==> config.mk <==
export PLATFORM = sky130hd
export DESIGN_NAME = rv32ex_regfile
export DESIGN_NICKNAME = d
export VERILOG_FILES = /design/src/hw/rtl/rv32ex_pkg.sv /design/src/hw/rtl/rv32ex_regfile.sv
export SDC_FILE = /design/constraint.sdc
export NUM_CORES = 2
export LEC_CHECK = 0
export BUFFER_PORTS_ARGS = -buffer_cell sky130_fd_sc_hd__buf_2
export CAP_MARGIN = 25
export CORE_MARGIN = 5
export CORE_UTILIZATION = 53
export DETAILED_ROUTE_END_ITERATION = 10
export GPL_TIMING_DRIVEN = 0
export MAX_ROUTING_LAYER = met4
export PLACE_DENSITY = 0.72
export RECOVER_POWER = 25
export SLEW_MARGIN = 40
export SYNTH_ARGS = -nofsm -noshare
export SYNTH_HDL_FRONTEND = slang
export SYNTH_SLANG_ARGS = --single-unit
==> constraint.sdc <==
create_clock -name clk_i -period 6.65 [get_ports clk_i]
set_clock_uncertainty 0.05 [all_clocks]
set_input_delay 0.3325 -clock clk_i [delete_from_list [all_inputs] [get_ports clk_i]]
set_output_delay 0.3325 -clock clk_i [all_outputs]
set_load 0.05 [all_outputs]
==> src/hw/rtl/rv32ex_pkg.sv <==
// ----------------------------------------------------------------------------
// rv32ex_pkg
// Shared types and constants of the rv32i subset execute block: sizes of the
// register file and data memory, instruction codes and the request structs
// that pass between the pipeline and its two storage arrays.
// ----------------------------------------------------------------------------
package rv32ex_pkg;

  // storage sizes
  localparam int unsigned NumRegs  = 32;
  localparam int unsigned RegAw    = $clog2(NumRegs);
  localparam int unsigned XLen     = 32;
  localparam int unsigned MemWords = 4096;  // power of two, index wraps by mask
  localparam int unsigned MemAw    = $clog2(MemWords);
  localparam int unsigned MemIdxW  = 12;    // width of the reported index

  // major opcodes
  localparam logic [6:0] OpcOp    = 7'b0110011;
  localparam logic [6:0] OpcOpImm = 7'b0010011;
  localparam logic [6:0] OpcLoad  = 7'b0000011;
  localparam logic [6:0] OpcStore = 7'b0100011;

  // funct3 codes of the alu subset
  localparam logic [2:0] F3Add = 3'b000;
  localparam logic [2:0] F3Xor = 3'b100;
  localparam logic [2:0] F3Or  = 3'b110;
  localparam logic [2:0] F3And = 3'b111;

  // funct7 codes
  localparam logic [6:0] F7Base = 7'b0000000;
  localparam logic [6:0] F7Alt  = 7'b0100000;

  // result status codes
  localparam logic [1:0] StOk     = 2'd0;
  localparam logic [1:0] StFunct  = 2'd1;
  localparam logic [1:0] StOpcode = 2'd2;

  // register file read request
  typedef struct packed {
    logic             en;
    logic [RegAw-1:0] addr_a;
    logic [RegAw-1:0] addr_b;
  } rf_rd_t;

  // register file write request
  typedef struct packed {
    logic             en;
    logic [RegAw-1:0] addr;
    logic [XLen-1:0]  data;
  } rf_wr_t;

  // data memory request
  typedef struct packed {
    logic             rd_en;
    logic             wr_en;
    logic [MemAw-1:0] addr;
    logic [XLen-1:0]  wdata;
  } dmem_req_t;

endpackage

==> src/hw/rtl/rv32ex_regfile.sv <==
// ----------------------------------------------------------------------------
// rv32ex_regfile
// Integer register file: two registered read ports, one write port, with
// write-through on a same-cycle write and a valid bit per entry so that
// reset clears the whole file at once. x0 is never written and reads zero.
// ----------------------------------------------------------------------------
module rv32ex_regfile
  import rv32ex_pkg::*;
(
  input  logic            clk_i,
  input  logic            rst_ni,
  input  rf_rd_t          rd_i,
  input  rf_wr_t          wr_i,
  output logic [XLen-1:0] rdata_a_o,
  output logic [XLen-1:0] rdata_b_o
);

  logic [XLen-1:0]    mem_q [NumRegs];
  logic [NumRegs-1:0] valid_q;
  logic [XLen-1:0]    rdata_a_q;
  logic [XLen-1:0]    rdata_b_q;

  // per-entry valid bits, cleared by reset
  always_ff @(posedge clk_i or negedge rst_ni) begin
    if (!rst_ni) begin
      valid_q <= '0;
    end else if (wr_i.en) begin
      valid_q[wr_i.addr] <= 1'b1;
    end
  end

  // storage array and registered reads with write-through
  always_ff @(posedge clk_i) begin
    if (wr_i.en) begin
      mem_q[wr_i.addr] <= wr_i.data;
    end
    if (rd_i.en) begin
      if (wr_i.en && (wr_i.addr == rd_i.addr_a)) begin
        rdata_a_q <= wr_i.data;
      end else if (valid_q[rd_i.addr_a]) begin
        rdata_a_q <= mem_q[rd_i.addr_a];
      end else begin
        rdata_a_q <= '0;
      end
      if (wr_i.en && (wr_i.addr == rd_i.addr_b)) begin
        rdata_b_q <= wr_i.data;
      end else if (valid_q[rd_i.addr_b]) begin
        rdata_b_q <= mem_q[rd_i.addr_b];
      end else begin
        rdata_b_q <= '0;
      end
    end
  end

  assign rdata_a_o = rdata_a_q;
  assign rdata_b_o = rdata_b_q;

  // x0 stays zero
  a_no_x0_write: assert property (@(posedge clk_i) disable iff (!rst_ni)
    wr_i.en |-> (wr_i.addr != '0))
    else $error("register file write to x0");

  // x0 never becomes valid
  a_x0_invalid: assert property (@(posedge clk_i) disable iff (!rst_ni)
    !valid_q[0])
    else $error("x0 marked valid");

endmodule

Word-level counts from Yosys, hierarchy flattened. Memory sizes are Yosys's and may differ from the RTL's. Index checks and enable logic that the tools add are counted.

Bitwise gates (word level): 1. Reductions and logical operators: 3. Multiplexer cells: 12. $lt $le $gt $ge: 4. Eq/ne operators: 2.

Operators with widths (count): $mux W32 (4); $or A32 B32 Y32 (1); $lt A5 B6 Y1 const B (3); $bmux W1 S5 (2); $eq A5 B5 Y1 (2); $demux W1 S5 (1); $ge A5 B1 Y1 const B (1); $mux W1 (5); $logic_and A1 B1 Y1 (3).

Flip-flop bits (word level): 96. Memories: 1. Bits of input ports: 51. Memory bits (writable): 1024. Output and inout port bits: 64. Word-level logic and storage cells: 26.

Memories: mem_q (words 32, width 32, read ports 2, clocked after memory_dff 0, write ports 1, line rv32ex_regfile.sv:18) `logic [XLen-1:0] mem_q [NumRegs];`.

Depth between registers and ports, before layout.
Word-level depth: 5. Depth in mapped cells: 11. Depth with buffers taken out: 5.

Worst setup path before layout. OpenSTA, ideal clock, no wires.

Path kind: input -> register. From: in wr_i[32] (netlist bit). To: mem mem_q[28][0] (enable). Arrival: 2.519 ns. Required time: 6.178 ns. Setup slack: 3.659 ns. Stages on the path: 4. Setup time: 0.422 ns. Cells stage by stage: clkbuf_1 -> or3b_2 -> clkbuf_1 -> nor2_1.

RTL lines: start, declared (line rv32ex_regfile.sv:13) `input rf_wr_t wr_i,`; end, declared (line rv32ex_regfile.sv:18).

Straight into the memory's write port.

Worst setup path after layout.
From: in rd_i[2] (netlist bit). To: reg rdata_b_q[25], in the netlist rdata_b_o[25] (data pin).

Cells in the longest elaborated chain, start to end: 4.

RTL lines: start, declared (line rv32ex_regfile.sv:12) `input rf_rd_t rd_i,`; $bmux W1 S5 (line rv32ex_regfile.sv:47) `end else if (valid_q[rd_i.addr_b]) begin`; $mux W1 (implied by the code) (line rv32ex_regfile.sv:47); $mux W32 (line rv32ex_regfile.sv:47); $mux W32 (*) (line rv32ex_regfile.sv:45) `if (wr_i.en && (wr_i.addr == rd_i.addr_b)) begin`; end signal, assigned (line rv32ex_regfile.sv:46) `rdata_b_q <= wr_i.data;`; end signal, assigned (line rv32ex_regfile.sv:48) `rdata_b_q <= mem_q[rd_i.addr_b];`; end, declared (line rv32ex_regfile.sv:21) `logic [XLen-1:0] rdata_b_q;`.

Every way passes the cells marked *; elsewhere a longest branch is shown, timed or not. The select of a mux whose other input is x is not followed. A chain may end at the register's enable or synchronous reset.

==> impl_results.md <==
- Post-Syn Area: 51000 sq um
- Cells along the critical path: clkbuf_1 -> buf_1 -> inv_1 -> clkbuf_1 -> buf_2 -> buf_2 -> mux2i_1 -> o21ai_0
- Max-cap violations: 0
- Ys async rst share: 0.0286
- Met3 Wirelength: 23100 um
- Via count of the first global-routing pass: 31.4k
- Initial antenna violation count: 5
- First-pass GRT wire length: 235000 um
- Slew @ Worst Pin: 1.43 ns
- Top Ports: 115
- Detail-routed via count per cell: 7.43
- Worst skew pair latency: 0.71 ns
- Via count: 31.1k
- CP Data Arrival Time: 4.06 ns
- Leakage power: 19.0 nW
- Core area: 95300 sq um
- Setup tns final: 0 ns
- Ratio of final minimum period to clock period: 0.556
- All-layer global routing usage: 0.337
- R2R Path Start: valid_q[14]
- Top Metal Used: met4
- Remaining DRCs: 0
- Die area: 102000 sq um
- Syn nets: 2551
- Final worst path period need: 3.69 ns
- Final setup viols: 0
- #FFs+latches synth: 1120
- Pre-Repair DR Iteration Count: 7
- GPL Wtd Cong: 0.909
- Clock sinks: 1120
- Max FO, Critical Path: 10
- Synth Warn #: 0
- Share of the synthesized area in the top cell type: 0.641
- Die Y: 320 um
- Worst Path Required: 7.02 ns
- Ys flop type: edfxtp_1
- CP max stage cell: buf_2
- Initial DRC Count: 5626
- EDFF count, synth: 1088
- Synth cell count leaders: edfxtp_1 (1088), mux4_2 (546), clkbuf_1 (111)
- WL per Instance: 40.4 um
- Num CTS Buffers: 114
- Peak VDD IR: 263 uV
- HP Class: input pin to asynchronous set/reset pin
- WL final: 169000 um
- RSZ-0062 raised after global routing: no
- Share of post-route cells with drive strength above 1: 0.384
- Ranking of synthesized cells by area: edfxtp_1 (64%), mux4_2 (24%), mux2i_1 (1.8%)
- Slew Viols, Final: 0
- Post-Syn Instances: 2500
- Post-CTS resize count: 0
- HPWL Detailed: 118000 um
- FF-to-FF End: rdata_b_o[2]
- Syn_area_per_cell: 20.4 sq um
- CTS H-tree depth: 3
- Top-count cell post-synth: edfxtp_1
- CTS tree: done
- Seq/Total Area, Yosys: 0.657
- Setup Fix Bufs, Post-CTS: 0
- Clk pin slew, worst setup/hold paths: 0.06 ns
- Layout Utilization: 0.620
- Final hold vios: 0
- WS Path Type: input pin to register
- Status: completed
- Slew headroom: 0.0461
- ANT nets after route: 0
- CP delay by family, top: buffers and inverters
- Clock Path Buffers: 3
- Startpoint Class: input pin
- Root Driver: clkbuf_16
- Layout area overhead: 15.9%
- Distinct cells, synth: 42
- I/O Buffers: 103
- Hold-fix buffers, CTS: 2
- Pwr dens: 275 nW/um^2
- Remaining Overflow, GRT: 0
- Rows: 113
- CP Capture Type: register
- Initial Util: 0.535
- DIE WIDTH: 320 um
- Final nets: 2868
- DRT met1 WL: 55800 um
- Reg2Reg Depth: 6
- Setup slack, reg-to-reg: 3.52 ns
- Largest area contributor in the netlist: edfxtp_1
- Max incr delay on CP: 0.66 ns
- Fmax: 271 MHz
- Maximum number of pins on one net before global-route repair: 50
- Buffers & Inverters on Critical Path: 6
- Detail Route met2 WL: 79400 um
## final cells by class
class	count	area, sq um
inverter	5	18.8
multi-input combinational	1170	16800
sequential	1120	33500
antenna	3	7.51
timing repair buffer	201	2390
buffer	205	1030
clock inverter	73	736
fill	6477	36200
tap	1265	1580
clock buffer	142	3020
## cells in the final DEF (no fill, tap or decap), types with 12 or more instances in the layout
cell type / count
a21oi_1: 40
buf_8: 57
a221oi_1: 22
nand2_1: 60
o21a_1: 12
clkbuf_2: 61
buf_16: 36
mux2i_1: 93
clkbuf_1: 96
clkinv_2: 17
edfxtp_1: 1088
mux4_2: 546
nand3_1: 57
dfrtp_1: 32
a32o_1: 27
a22oi_1: 101
nor2_4: 33
clkbuf_16: 116
o21ai_0: 32
buf_2: 152
nand2b_1: 12
bufinv_16: 14
or2_2: 44
buf_4: 12
clkinv_1: 30
## cells by family after synthesis
| logic type | count (synthesis) | synth area share |
|---|---|---|
| AND/OR/NAND/NOR | 247 | 0.0241 |
| buffers and inverters | 210 | 0.0187 |
| multiplexers | 640 | 0.260 |
| flip-flops | 1120 | 0.657 |
| AO/OA/AOI/OAI | 273 | 0.0393 |
| XOR/XNOR | 10 | 0.00172 |
## worst max-delay path by stage
stage | start | endpoint | slack [ns] | depth (start not counted)
after global placement | wr_i[32] | mem_q[20][16] | 1.09 | 4
after CTS | rd_i[2] | rdata_b_o[24] | 3.12 | 8
final | rd_i[2] | rdata_b_o[25] | 2.96 | 8
after detailed placement | rd_i[2] | rdata_b_o[24] | 2.41 | 8
after floorplan | wr_i[32] | mem_q[28][0] | 3.66 | 4
after global routing | rd_i[2] | rdata_b_o[25] | 2.98 | 8
## metrics by stage
step / total power, mW / setup WS, ns / area [sq um] / hold slack [ns] / std cells
2_1_floorplan: 9.14 / 3.66 / 51000 / -0.0131 / 2500
6_report: 16.2 / 2.96 / 59100 / 0.0688 / 4184
4_1_cts: 16.2 / 3.12 / 59100 / 0.0560 / 4179
3_3_place_gp: 9.74 / 1.09 / 53100 / 0.366 / 3868
3_5_place_dp: 9.82 / 2.41 / 55300 / 0.390 / 3962
5_1_grt: 16.6 / 2.98 / 59100 / 0.0994 / 4184
## per-layer routing
metal,up-vias,GRT usage
met5,-,-
met4,0,0.165
met3,616,0.0964
met2,2742,0.514
met1,16100,0.422
li1,11600,-
## power by group
group          total, mW  switching [mW]  internal [mW]  leakage (nW)
combinational       1.72            1.09          0.631          6.97
clock               6.52            2.76           3.76          1.82
sequential          8.01          0.0790           7.93          10.2
total               16.2            3.93           12.3          19.0
## sequential cells by signal, indices dropped and copies added, names as in the netlist
| signal | count |
|---|---|
| rdata_a_o | 32 |
| rdata_b_o | 32 |
| mem_q | 1024 |
| valid_q | 32 |
Power figures use the tool's default switching activity.
